===== config.mk =====
export PLATFORM = sky130hd
export DESIGN_NAME = stepper_pulse_homing_controller_top
export DESIGN_NICKNAME = d
export VERILOG_FILES = /design/src/rtl/sphc_pkg.sv /design/src/rtl/sphc_period.sv /design/src/rtl/sphc_motion.sv /design/src/rtl/stepper_pulse_homing_controller_top.sv
export VERILOG_INCLUDE_DIRS = /design/src /design/src/rtl
export SDC_FILE = /design/constraint.sdc
export NUM_CORES = 2
export LEC_CHECK = 0
export BUFFER_PORTS_ARGS = -buffer_cell sky130_fd_sc_hd__buf_2
export CORE_ASPECT_RATIO = 0.75
export CORE_UTILIZATION = 35
export DETAILED_ROUTE_END_ITERATION = 7
export PLACE_DENSITY_LB_ADDON = 0.1
export SYNTH_ARGS = -nofsm -noshare
export SYNTH_HDL_FRONTEND = slang
export SYNTH_SLANG_ARGS = --single-unit

===== constraint.sdc =====
create_clock -name clk -period 11.2 [get_ports clk]
set_input_delay 2.24 -clock clk [delete_from_list [all_inputs] [get_ports clk]]
set_output_delay 2.24 -clock clk [all_outputs]
set_load 0.02 [all_outputs]

===== src/rtl/stepper_pulse_homing_controller_top_defines.svh =====
// Assertion macros for the stepper pulse and homing controller.
// Used by the top level; expects clk and rst_n in the calling scope.
`ifndef STEPPER_PULSE_HOMING_CONTROLLER_TOP_DEFINES_SVH
`define STEPPER_PULSE_HOMING_CONTROLLER_TOP_DEFINES_SVH

// Same-cycle implication, disabled while reset is asserted.
`define SPHC_ASSERT_IMP(label, ante, cons, msg) \
    label: assert property (@(posedge clk) disable iff (!rst_n) (ante) |-> (cons)) \
        else $error(msg);

// Next-cycle implication, disabled while reset is asserted.
`define SPHC_ASSERT_NEXT(label, ante, cons, msg) \
    label: assert property (@(posedge clk) disable iff (!rst_n) (ante) |=> (cons)) \
        else $error(msg);

`endif


===== src/rtl/sphc_pkg.sv =====
// Shared types, codes, widths and helper functions of the stepper controller.
// No dependencies; the design and testbench modules refer to it by scoped names.
package sphc_pkg;

    // Widths of the stored period and position.
    localparam int PERIOD_W  = 32;
    localparam int POS_W     = 32;
    localparam int ELAPSED_W = PERIOD_W + 1;

    // Field widths of items and registers.
    localparam int SPEED_W = 24;
    localparam int SPD_W   = 24;
    localparam int CAL_W   = 16;
    localparam int REG_W   = 32;
    localparam int OUT_POS_W = 32;

    // Period divider sizes: (1000000 << 16) needs 36 bits.
    localparam int PROD_W = SPEED_W + SPD_W;
    localparam int QUOT_W = 36;
    localparam int CNT_W  = $clog2(QUOT_W);
    localparam int CMP_W  = (QUOT_W > PERIOD_W) ? QUOT_W : PERIOD_W;
    localparam logic [QUOT_W-1:0] DIVIDEND = QUOT_W'(64'd1000000 << 16);

    typedef logic [PERIOD_W-1:0]  period_t;
    typedef logic [ELAPSED_W-1:0] elapsed_t;
    typedef logic [POS_W-1:0]     pos_t;

    // Item operation codes.
    typedef enum logic [1:0] {
        OP_TICK      = 2'd0,
        OP_SET_SPEED = 2'd1,
        OP_SET_DIR   = 2'd2,
        OP_HOME      = 2'd3
    } op_t;

    // Configuration register indexes.
    typedef enum logic [1:0] {
        REG_STEPS_PER_DEG = 2'd0,
        REG_SWITCH_POS    = 2'd1,
        REG_CALIB_TARGET  = 2'd2,
        REG_CALIB_SPEED   = 2'd3
    } cfg_idx_t;

    // Homing phases.
    typedef enum logic [2:0] {
        PH_IDLE   = 3'd0,
        PH_AIM    = 3'd1,
        PH_SEEK   = 3'd2,
        PH_LOAD   = 3'd3,
        PH_TARGET = 3'd4
    } phase_t;

    // Item sequencer states.
    typedef enum logic [1:0] {
        SQ_IDLE,
        SQ_DECODE,
        SQ_DIVIDE,
        SQ_WRITE
    } seq_state_t;

    // Period unit states.
    typedef enum logic [1:0] {
        DV_IDLE,
        DV_CHECK,
        DV_LOOP,
        DV_FINISH
    } div_state_t;

    // Configuration registers.
    typedef struct packed {
        logic [SPD_W-1:0] steps_per_deg;
        logic [REG_W-1:0] switch_position;
        logic [REG_W-1:0] calib_target;
        logic [CAL_W-1:0] calib_speed;
    } cfg_t;

    // One input item.
    typedef struct packed {
        op_t                op;
        logic [SPEED_W-1:0] speed_cmd;
        logic               direction;
        logic               switch_level;
    } item_t;

    // One result item.
    typedef struct packed {
        logic                 step_pulse;
        logic                 dir_level;
        logic [OUT_POS_W-1:0] position;
        logic                 homing_active;
        logic                 homing_done;
    } result_t;

    // Motion status seen by the sequencer.
    typedef struct packed {
        logic active;
        logic aiming;
        logic homed;
    } status_t;

    // Sign-extend or truncate a 32-bit register value to the position width.
    function automatic pos_t pos_from32(input logic [REG_W-1:0] v);
        return POS_W'(signed'(v));
    endfunction

    // Direction toward the target; kept when already there.
    function automatic logic aim_dir(input pos_t p, input pos_t t, input logic d);
        logic r;
        r = d;
        if ($signed(p) > $signed(t))
            r = 1'b0;
        else if ($signed(p) < $signed(t))
            r = 1'b1;
        return r;
    endfunction

endpackage


===== src/rtl/sphc_period.sv =====
// Step period unit: one multiply, then a restoring divide one quotient bit a cycle.
// Depends on sphc_pkg.
module sphc_period (
    input  logic                           clk,
    input  logic                           rst_n,
    input  logic                           start,
    input  logic [sphc_pkg::SPEED_W-1:0]   mag,
    input  logic [sphc_pkg::SPD_W-1:0]     steps_per_deg,
    output logic                           done,
    output sphc_pkg::period_t              period
);

    sphc_pkg::div_state_t state_reg, state_next;

    logic [sphc_pkg::PROD_W-1:0] prod_reg;
    logic [sphc_pkg::PROD_W-1:0] rem_reg;
    logic [sphc_pkg::QUOT_W-1:0] quot_reg;
    logic [sphc_pkg::CNT_W-1:0]  cnt_reg;
    logic                        zero_reg;

    logic [sphc_pkg::PROD_W:0]   trial;
    logic                        fits;
    logic [sphc_pkg::CMP_W-1:0]  q_ext;
    logic [sphc_pkg::CMP_W-1:0]  pmax_ext;

    // State register.
    always_ff @(posedge clk or negedge rst_n)
    begin
        if (!rst_n)
            state_reg <= sphc_pkg::DV_IDLE;
        else
            state_reg <= state_next;
    end

    // Next state and completion strobe.
    always_comb
    begin
        state_next = state_reg;
        done       = 1'b0;
        case (state_reg)
            sphc_pkg::DV_IDLE:
            begin
                if (start)
                    state_next = sphc_pkg::DV_CHECK;
            end
            sphc_pkg::DV_CHECK:
            begin
                if (prod_reg == '0)
                    state_next = sphc_pkg::DV_FINISH;
                else
                    state_next = sphc_pkg::DV_LOOP;
            end
            sphc_pkg::DV_LOOP:
            begin
                if (cnt_reg == '0)
                    state_next = sphc_pkg::DV_FINISH;
            end
            sphc_pkg::DV_FINISH:
            begin
                done       = 1'b1;
                state_next = sphc_pkg::DV_IDLE;
            end
            default:
                state_next = sphc_pkg::DV_IDLE;
        endcase
    end

    // One restoring step: bring down the next dividend bit and try to subtract.
    assign trial = {rem_reg, sphc_pkg::DIVIDEND[cnt_reg]};
    assign fits  = (trial >= {1'b0, prod_reg});

    // Product, remainder and quotient registers.
    always_ff @(posedge clk)
    begin
        case (state_reg)
            sphc_pkg::DV_IDLE:
            begin
                if (start)
                    prod_reg <= sphc_pkg::PROD_W'(mag) * sphc_pkg::PROD_W'(steps_per_deg);
            end
            sphc_pkg::DV_CHECK:
            begin
                rem_reg  <= '0;
                quot_reg <= '0;
                cnt_reg  <= sphc_pkg::CNT_W'(sphc_pkg::QUOT_W - 1);
                zero_reg <= (prod_reg == '0);
            end
            sphc_pkg::DV_LOOP:
            begin
                if (fits)
                    rem_reg <= sphc_pkg::PROD_W'(trial - {1'b0, prod_reg});
                else
                    rem_reg <= trial[sphc_pkg::PROD_W-1:0];
                quot_reg <= {quot_reg[sphc_pkg::QUOT_W-2:0], fits};
                cnt_reg  <= cnt_reg - 1'b1;
            end
            default:
            begin
            end
        endcase
    end

    // Saturate to the period width; a nonzero product never gives period zero.
    assign q_ext    = sphc_pkg::CMP_W'(quot_reg);
    assign pmax_ext = sphc_pkg::CMP_W'({sphc_pkg::PERIOD_W{1'b1}});

    always_comb
    begin
        if (zero_reg)
            period = '0;
        else if (q_ext > pmax_ext)
            period = '1;
        else if (q_ext == '0)
            period = sphc_pkg::PERIOD_W'(1);
        else
            period = sphc_pkg::PERIOD_W'(q_ext);
    end

endmodule


===== src/rtl/sphc_motion.sv =====
// Motion state: period, tick counter, position, direction and homing phases.
// Depends on sphc_pkg; state changes only on the commit strobe.
module sphc_motion (
    input  logic                clk,
    input  logic                rst_n,
    input  logic                commit,
    input  sphc_pkg::item_t     item,
    input  sphc_pkg::period_t   new_period,
    input  sphc_pkg::cfg_t      cfg,
    output sphc_pkg::status_t   status,
    output sphc_pkg::result_t   result
);

    sphc_pkg::period_t  period_reg, period_next;
    sphc_pkg::elapsed_t elapsed_reg, elapsed_next;
    sphc_pkg::pos_t     pos_reg, pos_next;
    logic               dir_reg, dir_next;
    sphc_pkg::phase_t   phase_reg, phase_next;
    logic               homed_reg, homed_next;

    logic               active;
    sphc_pkg::phase_t   phase_sel;
    sphc_pkg::elapsed_t elapsed_inc;
    logic               step_due;
    sphc_pkg::pos_t     pos_step;
    sphc_pkg::pos_t     sw_pos;
    sphc_pkg::pos_t     target;
    logic               pulse;

    // Homing runs in phases one to four.
    assign active = (phase_reg == sphc_pkg::PH_AIM) || (phase_reg == sphc_pkg::PH_SEEK) ||
                    (phase_reg == sphc_pkg::PH_LOAD) || (phase_reg == sphc_pkg::PH_TARGET);
    assign phase_sel = active ? phase_reg : sphc_pkg::PH_IDLE;

    assign status.active = active;
    assign status.aiming = (phase_reg == sphc_pkg::PH_AIM);
    assign status.homed  = homed_reg;

    // Tick counter saturates at two to the period width.
    assign elapsed_inc = elapsed_reg[sphc_pkg::PERIOD_W] ? elapsed_reg
                                                         : elapsed_reg + 1'b1;
    assign step_due = (period_reg != '0) && (elapsed_inc > {1'b0, period_reg});
    assign pos_step = dir_reg ? pos_reg + 1'b1 : pos_reg - 1'b1;
    assign sw_pos   = sphc_pkg::pos_from32(cfg.switch_position);
    assign target   = sphc_pkg::pos_from32(cfg.calib_target);

    // Per-item update.
    always_comb
    begin
        period_next  = period_reg;
        elapsed_next = elapsed_reg;
        pos_next     = pos_reg;
        dir_next     = dir_reg;
        phase_next   = phase_reg;
        homed_next   = homed_reg;
        pulse        = 1'b0;
        case (item.op)
            sphc_pkg::OP_TICK:
            begin
                elapsed_next = elapsed_inc;
                case (phase_sel)
                    sphc_pkg::PH_AIM:
                    begin
                        dir_next    = sphc_pkg::aim_dir(pos_reg, target, dir_reg);
                        period_next = new_period;
                        phase_next  = sphc_pkg::PH_SEEK;
                    end
                    sphc_pkg::PH_SEEK:
                    begin
                        if (step_due)
                        begin
                            pos_next     = pos_step;
                            elapsed_next = '0;
                            pulse        = 1'b1;
                        end
                        if (item.switch_level)
                            phase_next = sphc_pkg::PH_LOAD;
                    end
                    sphc_pkg::PH_LOAD:
                    begin
                        pos_next   = sw_pos;
                        dir_next   = sphc_pkg::aim_dir(sw_pos, target, dir_reg);
                        phase_next = sphc_pkg::PH_TARGET;
                    end
                    sphc_pkg::PH_TARGET:
                    begin
                        // Target reached: finish without an extra step.
                        if (pos_reg == target)
                        begin
                            phase_next  = sphc_pkg::PH_IDLE;
                            homed_next  = 1'b1;
                            period_next = '0;
                        end
                        else if (step_due)
                        begin
                            pos_next     = pos_step;
                            elapsed_next = '0;
                            pulse        = 1'b1;
                        end
                    end
                    default:
                    begin
                        if (step_due)
                        begin
                            pos_next     = pos_step;
                            elapsed_next = '0;
                            pulse        = 1'b1;
                        end
                    end
                endcase
            end
            sphc_pkg::OP_SET_SPEED:
            begin
                if (!active)
                    period_next = new_period;
            end
            sphc_pkg::OP_SET_DIR:
            begin
                if (!active)
                    dir_next = item.direction;
            end
            sphc_pkg::OP_HOME:
            begin
                if (!active)
                begin
                    phase_next   = sphc_pkg::PH_AIM;
                    elapsed_next = '0;
                end
            end
            default:
            begin
            end
        endcase
    end

    // Result reflects the state after the item.
    assign result.step_pulse    = pulse;
    assign result.dir_level     = dir_next;
    assign result.position      = sphc_pkg::OUT_POS_W'(pos_next);
    assign result.homing_active = (phase_next == sphc_pkg::PH_AIM) ||
                                  (phase_next == sphc_pkg::PH_SEEK) ||
                                  (phase_next == sphc_pkg::PH_LOAD) ||
                                  (phase_next == sphc_pkg::PH_TARGET);
    assign result.homing_done   = homed_next;

    // State registers.
    always_ff @(posedge clk or negedge rst_n)
    begin
        if (!rst_n)
        begin
            period_reg  <= '0;
            elapsed_reg <= '0;
            pos_reg     <= '0;
            dir_reg     <= 1'b0;
            phase_reg   <= sphc_pkg::PH_IDLE;
            homed_reg   <= 1'b0;
        end
        else if (commit)
        begin
            period_reg  <= period_next;
            elapsed_reg <= elapsed_next;
            pos_reg     <= pos_next;
            dir_reg     <= dir_next;
            phase_reg   <= phase_next;
            homed_reg   <= homed_next;
        end
    end

endmodule


===== src/rtl/stepper_pulse_homing_controller_top.sv =====
// A speed item, or the tick that starts a homing run, passes from accept through the decode
// state and the period divider, one quotient bit per cycle (36 bits), to the result register.
// Every other item passes from decode straight to the result register. A result is held
// back while the output is full. One item at a time: the next is accepted after the commit.
// Reset (rst_n, asynchronous, active low) stops the motor, zeroes position, direction,
// homing phase and done flag, and loads the register defaults.
`include "stepper_pulse_homing_controller_top_defines.svh"

module stepper_pulse_homing_controller_top (
    input  logic        clk,
    input  logic        rst_n,
    // Configuration write port.
    input  logic        cfg_we,
    input  logic [1:0]  cfg_addr,
    input  logic [31:0] cfg_data,
    // Command and tick items.
    input  logic        s_tvalid,
    output logic        s_tready,
    input  logic [31:0] s_tdata,  // speed_cmd[23:0], direction[24], switch_level[25], zero
    input  logic [1:0]  s_tuser,  // op[1:0]
    // Result items.
    output logic        m_tvalid,
    input  logic        m_tready,
    output logic [39:0] m_tdata   // step_pulse[0], dir_level[1], position[33:2],
                                  // homing_active[34], homing_done[35], zero
);

    sphc_pkg::seq_state_t state_reg, state_next;
    sphc_pkg::cfg_t       cfg_reg;
    sphc_pkg::item_t      item_reg;
    sphc_pkg::period_t    period_res_reg;
    sphc_pkg::result_t    out_reg;
    logic                 m_valid_reg;

    sphc_pkg::status_t            status;
    sphc_pkg::result_t            result;
    sphc_pkg::period_t            div_period;
    logic                         div_done;
    logic                         div_start;
    logic                         commit;
    logic                         need_div;
    logic                         out_free;
    logic [sphc_pkg::SPEED_W-1:0] mag;

    // Configuration registers.
    always_ff @(posedge clk or negedge rst_n)
    begin
        if (!rst_n)
        begin
            cfg_reg.steps_per_deg   <= sphc_pkg::SPD_W'(256);
            cfg_reg.switch_position <= '0;
            cfg_reg.calib_target    <= '0;
            cfg_reg.calib_speed     <= sphc_pkg::CAL_W'(2560);
        end
        else if (cfg_we)
        begin
            case (sphc_pkg::cfg_idx_t'(cfg_addr))
                sphc_pkg::REG_STEPS_PER_DEG:
                    cfg_reg.steps_per_deg <= cfg_data[sphc_pkg::SPD_W-1:0];
                sphc_pkg::REG_SWITCH_POS:
                    cfg_reg.switch_position <= cfg_data;
                sphc_pkg::REG_CALIB_TARGET:
                    cfg_reg.calib_target <= cfg_data;
                sphc_pkg::REG_CALIB_SPEED:
                    cfg_reg.calib_speed <= cfg_data[sphc_pkg::CAL_W-1:0];
                default:
                begin
                end
            endcase
        end
    end

    // Capture the accepted item.
    always_ff @(posedge clk)
    begin
        if (s_tvalid && s_tready)
        begin
            item_reg.op           <= sphc_pkg::op_t'(s_tuser);
            item_reg.speed_cmd    <= s_tdata[23:0];
            item_reg.direction    <= s_tdata[24];
            item_reg.switch_level <= s_tdata[25];
        end
    end

    // A period is needed for an accepted speed command and for the aiming tick.
    assign need_div = ((item_reg.op == sphc_pkg::OP_SET_SPEED) && !status.active) ||
                      ((item_reg.op == sphc_pkg::OP_TICK) && status.aiming);
    assign out_free = !m_valid_reg || m_tready;

    // Speed magnitude, or the homing speed on the aiming tick.
    always_comb
    begin
        if (item_reg.op == sphc_pkg::OP_SET_SPEED)
            mag = item_reg.speed_cmd[sphc_pkg::SPEED_W-1] ? (~item_reg.speed_cmd + 1'b1)
                                                          : item_reg.speed_cmd;
        else
            mag = sphc_pkg::SPEED_W'(cfg_reg.calib_speed);
    end

    // Sequencer state register.
    always_ff @(posedge clk or negedge rst_n)
    begin
        if (!rst_n)
            state_reg <= sphc_pkg::SQ_IDLE;
        else
            state_reg <= state_next;
    end

    // Sequencer next state and strobes.
    always_comb
    begin
        state_next = state_reg;
        s_tready   = 1'b0;
        div_start  = 1'b0;
        commit     = 1'b0;
        case (state_reg)
            sphc_pkg::SQ_IDLE:
            begin
                s_tready = 1'b1;
                if (s_tvalid)
                    state_next = sphc_pkg::SQ_DECODE;
            end
            sphc_pkg::SQ_DECODE:
            begin
                if (need_div)
                begin
                    div_start  = 1'b1;
                    state_next = sphc_pkg::SQ_DIVIDE;
                end
                else if (out_free)
                begin
                    commit     = 1'b1;
                    state_next = sphc_pkg::SQ_IDLE;
                end
                else
                    state_next = sphc_pkg::SQ_WRITE;
            end
            sphc_pkg::SQ_DIVIDE:
            begin
                if (div_done)
                    state_next = sphc_pkg::SQ_WRITE;
            end
            sphc_pkg::SQ_WRITE:
            begin
                if (out_free)
                begin
                    commit     = 1'b1;
                    state_next = sphc_pkg::SQ_IDLE;
                end
            end
            default:
                state_next = sphc_pkg::SQ_IDLE;
        endcase
    end

    // Hold the computed period until the item commits.
    always_ff @(posedge clk)
    begin
        if (div_done)
            period_res_reg <= div_period;
    end

    sphc_period u_period (
        .clk           (clk),
        .rst_n         (rst_n),
        .start         (div_start),
        .mag           (mag),
        .steps_per_deg (cfg_reg.steps_per_deg),
        .done          (div_done),
        .period        (div_period)
    );

    sphc_motion u_motion (
        .clk        (clk),
        .rst_n      (rst_n),
        .commit     (commit),
        .item       (item_reg),
        .new_period (period_res_reg),
        .cfg        (cfg_reg),
        .status     (status),
        .result     (result)
    );

    // Output register.
    always_ff @(posedge clk or negedge rst_n)
    begin
        if (!rst_n)
            m_valid_reg <= 1'b0;
        else if (commit)
            m_valid_reg <= 1'b1;
        else if (m_tready)
            m_valid_reg <= 1'b0;
    end

    always_ff @(posedge clk)
    begin
        if (commit)
            out_reg <= result;
    end

    assign m_tvalid = m_valid_reg;
    assign m_tdata  = {4'b0000, out_reg.homing_done, out_reg.homing_active, out_reg.position,
                       out_reg.dir_level, out_reg.step_pulse};

    // Checks on the sequencer and the homing flag.
    `SPHC_ASSERT_IMP(a_commit_slot_free, commit, out_free, "result overwrote a waiting item")
    `SPHC_ASSERT_NEXT(a_one_in_flight, s_tvalid && s_tready, !s_tready, "second item accepted")
    `SPHC_ASSERT_NEXT(a_homed_sticky, status.homed, status.homed, "homing done flag dropped")

endmodule


Yosys cells after proc, flatten, opt, wreduce, memory -nomap -nowiden
Memory sizes are Yosys's and may differ from the RTL's. A register that Yosys moved wholly into a read port is not among the register bits.
Cells that the tools add are included.
{"block": "totals", "output_inout_bits": 42, "ff_bits": 446, "in_bits": 73, "rom_bits": 64, "mem_count": 1, "wordCells": 178}
{"memory": "(no name shown)", "words": 64, "width": 1, "read_ports": 1, "rd_clocked_by_memory_dff": 1, "wr": 0, "line": "sphc_period.sv:69", "text": "assign trial = {rem_reg, sphc_pkg::DIVIDEND[cnt_reg]};"}
{"block": "classes", "muxes": 63, "multipliers": 1, "n_lt_le_gt_ge": 8, "add_sub_neg": 6, "reduce_logical": 36, "n_eq_ne": 34, "n_bitwise": 1}
{"op": "$mux W32", "n": 8}
{"op": "$mux W33", "n": 4}
{"op": "$pmux W33 S2", "n": 2}
{"op": "$pmux W32 S2", "n": 2}
{"op": "$pmux W32 S3", "n": 1}
{"op": "$pmux W48 S2", "n": 1}
{"op": "$pmux W36 S2", "n": 1}
{"op": "$gt A32 B32 Y1", "n": 2}
{"op": "$lt A32 B32 Y1", "n": 2}
{"op": "$ge A49 B48 Y1", "n": 1}
{"op": "$logic_not A48 Y1", "n": 1}
{"op": "$mul A24 B24 Y48", "n": 1}
{"op": "$mux W24", "n": 2}
{"op": "$mux W48", "n": 1}
{"op": "$sub A48 B48 Y48", "n": 1}
{"op": "$gt A36 B32 Y1 const B", "n": 1}
{"op": "$logic_not A36 Y1", "n": 1}
{"op": "$add A33 B1 Y33 const B", "n": 1}
{"op": "$gt A33 B32 Y1", "n": 1}
{"op": "$add A32 B1 Y32 const B", "n": 1}
{"op": "$eq A32 B32 Y1", "n": 1}
{"op": "$reduce_bool A32 Y1", "n": 1}
{"op": "$sub A32 B1 Y32 const B", "n": 1}
{"op": "$add A24 B1 Y24 const B", "n": 1}
{"op": "other kinds (31)", "n": 110}

Logic depth before layout (Yosys ltp)
{"block": "depth", "ltp_word": 12, "ltp_mapped": 37, "mapped_depth_nobuf": 35}

Modules after synthesis
From an unflattened synthesis, not the netlist that was laid out.
{"block": "hier_totals", "hier_cells": 4784, "hier_area_um2": 45581.2}
{"mod": "sphc_period", "n_inst": 1, "area_per_inst_um2": 28014.4, "seq_area_each_um2": 4244.1, "cells_per_inst": 3114}
{"mod": "sphc_motion", "n_inst": 1, "area_per_inst_um2": 9877.0, "seq_area_each_um2": 2552.4, "cells_per_inst": 1212}
{"mod": "stepper_pulse_homing_controller_top", "n_inst": 1, "area_per_inst_um2": 7689.9, "seq_area_each_um2": 5564.1, "cells_per_inst": 458}

Worst setup path before layout
OpenSTA, ideal clock, no wires.
{"block": "synth_timing", "path_type": "register -> register", "from": "reg item_reg[6] in the netlist's numbering", "to": "reg u_period.prod_reg[47] in the netlist's numbering (data pin)", "required_time_ns": 10.928, "path_slack_ns": 1.971, "t_arrival_ns": 8.957, "synth_period_minus_slack_ns": 9.229, "path_buffers": 3, "setup_ns": 0.272, "path_stages_with_launch": 35, "cell_sequence": "edfxtp_1 -> nor3_2 -> nand3_1 -> or2_1 -> nand2b_4 -> or4_1 -> or4_4 -> o31ai_4 -> xnor2_1 -> and2_1 -> buf_6 -> buf_6 -> nand2_1 -> fa_1 -> fa_1 -> fa_1 -> fa_1 -> inv_1 -> fa_1 -> fa_1 -> inv_1 -> fa_1 -> inv_1 -> ha_1 -> clkbuf_1 -> a21oi_1 -> o21ai_0 -> a21o_1 -> a211o_1 -> a311oi_1 -> a21oi_1 -> a311oi_1 -> nor2b_1 -> and3_1 -> or4_1"}
{"block": "synth_via", "elab_chain_cells": 5}
{"element": "from (decl)", "line": "stepper_pulse_homing_controller_top.sv:30", "text": "sphc_pkg::item_t item_reg;"}
{"element": "$not A24 Y24", "line": "stepper_pulse_homing_controller_top.sv:94", "text": "mag = item_reg.speed_cmd[sphc_pkg::SPEED_W-1] ? (~item_reg.speed_cmd + 1'b1)"}
{"element": "$add A24 B1 Y24", "line": "stepper_pulse_homing_controller_top.sv:94"}
{"element": "$mux W24 *", "line": "stepper_pulse_homing_controller_top.sv:94"}
{"element": "$mux W24 *", "line": "stepper_pulse_homing_controller_top.sv:93", "text": "if (item_reg.op == sphc_pkg::OP_SET_SPEED)"}
{"element": "$mul A24 B24 Y48 *", "line": "sphc_period.sv:79", "text": "prod_reg <= sphc_pkg::PROD_W'(mag) * sphc_pkg::PROD_W'(steps_per_deg);"}
{"element": "to (signal assigned)", "line": "sphc_period.sv:79"}
{"element": "to (decl)", "line": "sphc_period.sv:15", "text": "logic [sphc_pkg::PROD_W-1:0] prod_reg;"}
Every way passes the cells marked *; elsewhere a longest branch is shown, timed or not.
A chain may end at the register's enable or synchronous reset.

Final worst setup path
{"block": "layout_timing", "from": "reg item_reg[3] in the netlist's numbering", "to": "reg u_period.prod_reg[47] in the netlist's numbering (data pin)"}
Same word-level chain as after synthesis.

==> impl_metrics.py <==
metrics = {
    "outcome": {
        "status": "completed",
    },
    "job": {
        "cap_violations": 0,
    },
    "sta": {
        "timing.final.crit_share": 0.911,
        "tns_ns": 0,
        "fmax_mhz": 98.0,
        "tightest_slew_ns": 1.23,
        "rsz0062_at_grt": "false",
        "relSlewSlack": 0.178,
        "finalClockSkew_ns": 0.0570,
        "final_hold_viol_count": 0,
        "setup_slack_ns": 0.998,
        "slew_violations": 0,
        "setup_viol": 0,
        "min_period_ns": 10.20,
    },
    "setup_path": {
        "crit_arrival_ns": 10.59,
        "critical_path_required_ns": 11.59,
        "critPathSlowestCell": "or4_1",
        "end_kind": "flip-flop",
        "slowest_delay_ns": 0.55,
        "rrSetupSlack_ns": 1.0,
        "worstReg2RegStart": "item_reg[3]",
        "worstSetupPathType": "flip-flop to flip-flop",
        "worst_path_most_repeated_cell": "fa_1",
        "r2r_end": "u_period.prod_reg[47]",
        "critPathLaunchType": "flip-flop",
        "cp_max_fo": 13,
        "reg2reg_depth": 36,
    },
    "floorplanning": {
        "die_h_um": 315,
        "core-area_um2": 129000,
        "ioPinCount": 115,
        "start_util": 0.354,
        "fp.dieW_um": 420,
        "rows": 114,
        "dieArea_um2": 132000,
    },
    "global_routing": {
        "grt-ovfl-total": 0,
        "grt_use_total": 0.211,
        "grt_pass1_wl_um": 214000,
        "grt_max_degree": 116,
        "antenna_found_initial": 15,
        "first_global_vias": 34797,
    },
    "clock_network": {
        "post_cts_buffers": 0,
        "cts.clk_slew.worst_paths_ns": 0.07,
        "cts_root_buf": "clkbuf_16",
        "cts_made_buffers": 50,
        "clkLatencyLatePin_ns": 0.67,
        "post_cts_resized": 0,
        "htreeDepth": 2,
        "clock_path_buffers": 3,
        "cts_tree": "done",
        "clkSinkCount": 447,
        "cts_hold_buffers": 0,
    },
    "detailed_routing": {
        "vias": 34023,
        "vias_per_cell": 5.12,
        "firstDrtPassIters": 5,
        "drcViolationCount": 0,
        "totalWireLength_um": 137000,
        "wl_per_cell_um": 20.7,
        "drtIter0Drc": 2324,
        "drtAntennaViolNets": 0,
    },
    "placed_design": {
        "preCtsSetupSlack_ns": 1.01,
        "dp.cells": 6546,
        "place_area_um2": 48500,
        "gp_congestion": 0.880,
        "port_buffers": 104,
        "dpl.hpwl_um": 105000,
    },
    "finish": {
        "fin_cells": 6645,
        "area_growth_pct": 10.0,
        "drive_gt1_frac": 0.0922,
        "largest_register_ffs": 104,
        "final_cell_mix": "727 x inv_1, 519 x nand2_1, 484 x fa_1",
        "final_nets": 5776,
        "fill_cells": 13053,
        "fin_area_um2": 50500,
        "mostFrequentLayoutCell": "inv_1",
    },
    "synthesis": {
        "synth_top_cell_by_area": "fa_1",
        "ys_ff_latch": 447,
        "yosysWarnings": 0,
        "syn_area_um2": 45900,
        "synthCells": 4842,
        "yosysUniqueCellTypes": 81,
        "synth_area_leaders": "fa_1 21%, edfxtp_1 15%, dfrtp_1 11%",
        "syn_avg_cell_area_um2": 9.47,
        "yosysSeqAreaShare": 0.270,
        "synth_edf_count": 235,
        "synthArstFlopShare": 0.472,
        "netlist.area_leader.share": 0.211,
        "synthFlopType": "edfxtp_1",
    },
    "hold_path": {
        "hold_start": "u_motion.homed_reg",
        "holdPathEnd": "u_motion.homed_reg",
        "hp-class": "flip-flop to flip-flop",
        "hold_depth": 1,
    },
}
[worst max-delay path: cells and delay by family (launching register included)]
family	cells	cell delay, ns
xor+xnor	1	0.13
flops	1	0.43
simple gates	9	2.52
compound gates	7	1.50
fa+ha+maj	9	4.21
buf+inv	10	1.18
[routing by layer]
metal,GRT usage,part of all wire,vias up
met3,0.0350,0.056,121
met1,0.341,0.54,16979
met5,0,0,-
met4,0.0457,0.019,0
met2,0.287,0.39,817
li1,-,-,16106
[area by class of cell]
| type | count | area [µm²] | area share |
|---|---|---|---|
| Multi-Input combinational cell | 3440 | 30100 | 0.596 |
| Sequential cell | 447 | 12400 | 0.245 |
| Clock inverter | 26 | 422 | 0.00836 |
| Tap cell | 1740 | 2180 | 0.0432 |
| Clock buffer | 68 | 1490 | 0.0296 |
| Antenna cell | 5 | 12.5 | 0.000248 |
| Inverter | 728 | 2730 | 0.0542 |
| Timing Repair Buffer | 191 | 1180 | 0.0235 |
[per-stage QoR]
step                utilization  hold WS [ns]
floorplan                     -         0.466
global placement          0.375         0.479
detailed placement        0.375         0.487
CTS                       0.390         0.503
global route              0.390         0.523
finish                    0.390         0.501
[logic make-up (layout without fill, tap and decap cells)]
logic type	Yosys count	count (layout)	share of synthesized area
other	1	9	0.0000818
xor gates and xnor gates	166	166	0.0317
and+or+nand+nor	1460	1460	0.159
AOI/OAI and AO/OA	782	782	0.107
adders and majority gates	845	845	0.310
DFF	447	447	0.270
buffers and inverters	958	1013	0.0794
muxes	183	183	0.0432
[worst max path at each step]
stage                                        to  cells after the start   startpoint  slack [ns]
final                     u_period.prod_reg[47]                     36  item_reg[3]         1.0
after global routing      u_period.prod_reg[47]                     36  item_reg[2]        0.46
after CTS                 u_period.prod_reg[47]                     36  item_reg[3]        1.04
after detailed placement  u_period.prod_reg[47]                     36  item_reg[3]        1.01
after global placement    u_period.prod_reg[47]                     36  item_reg[2]        1.03
after floorplan           u_period.prod_reg[47]                     34  item_reg[6]        1.97
[cell usage after synthesis, types with 49 or more instances]
| library cell | number |
|---|---|
| nand3_1 | 58 |
| nand2_1 | 519 |
| nor2_1 | 211 |
| inv_1 | 728 |
| and3_1 | 111 |
| xnor2_1 | 101 |
| nand4_1 | 49 |
| mux2_2 | 118 |
| xor2_1 | 65 |
| o21ai_0 | 226 |
| and2_1 | 287 |
| ha_1 | 361 |
| a21oi_1 | 196 |
| nor2b_1 | 63 |
| mux2i_1 | 65 |
| a21o_1 | 82 |
| clkbuf_1 | 204 |
| dfrtp_1 | 208 |
| fa_1 | 484 |
| edfxtp_1 | 235 |
Power is left out: the tool's default activity adds up to more than one toggle a clock period on the data nets, which glitch-free logic cannot reach.
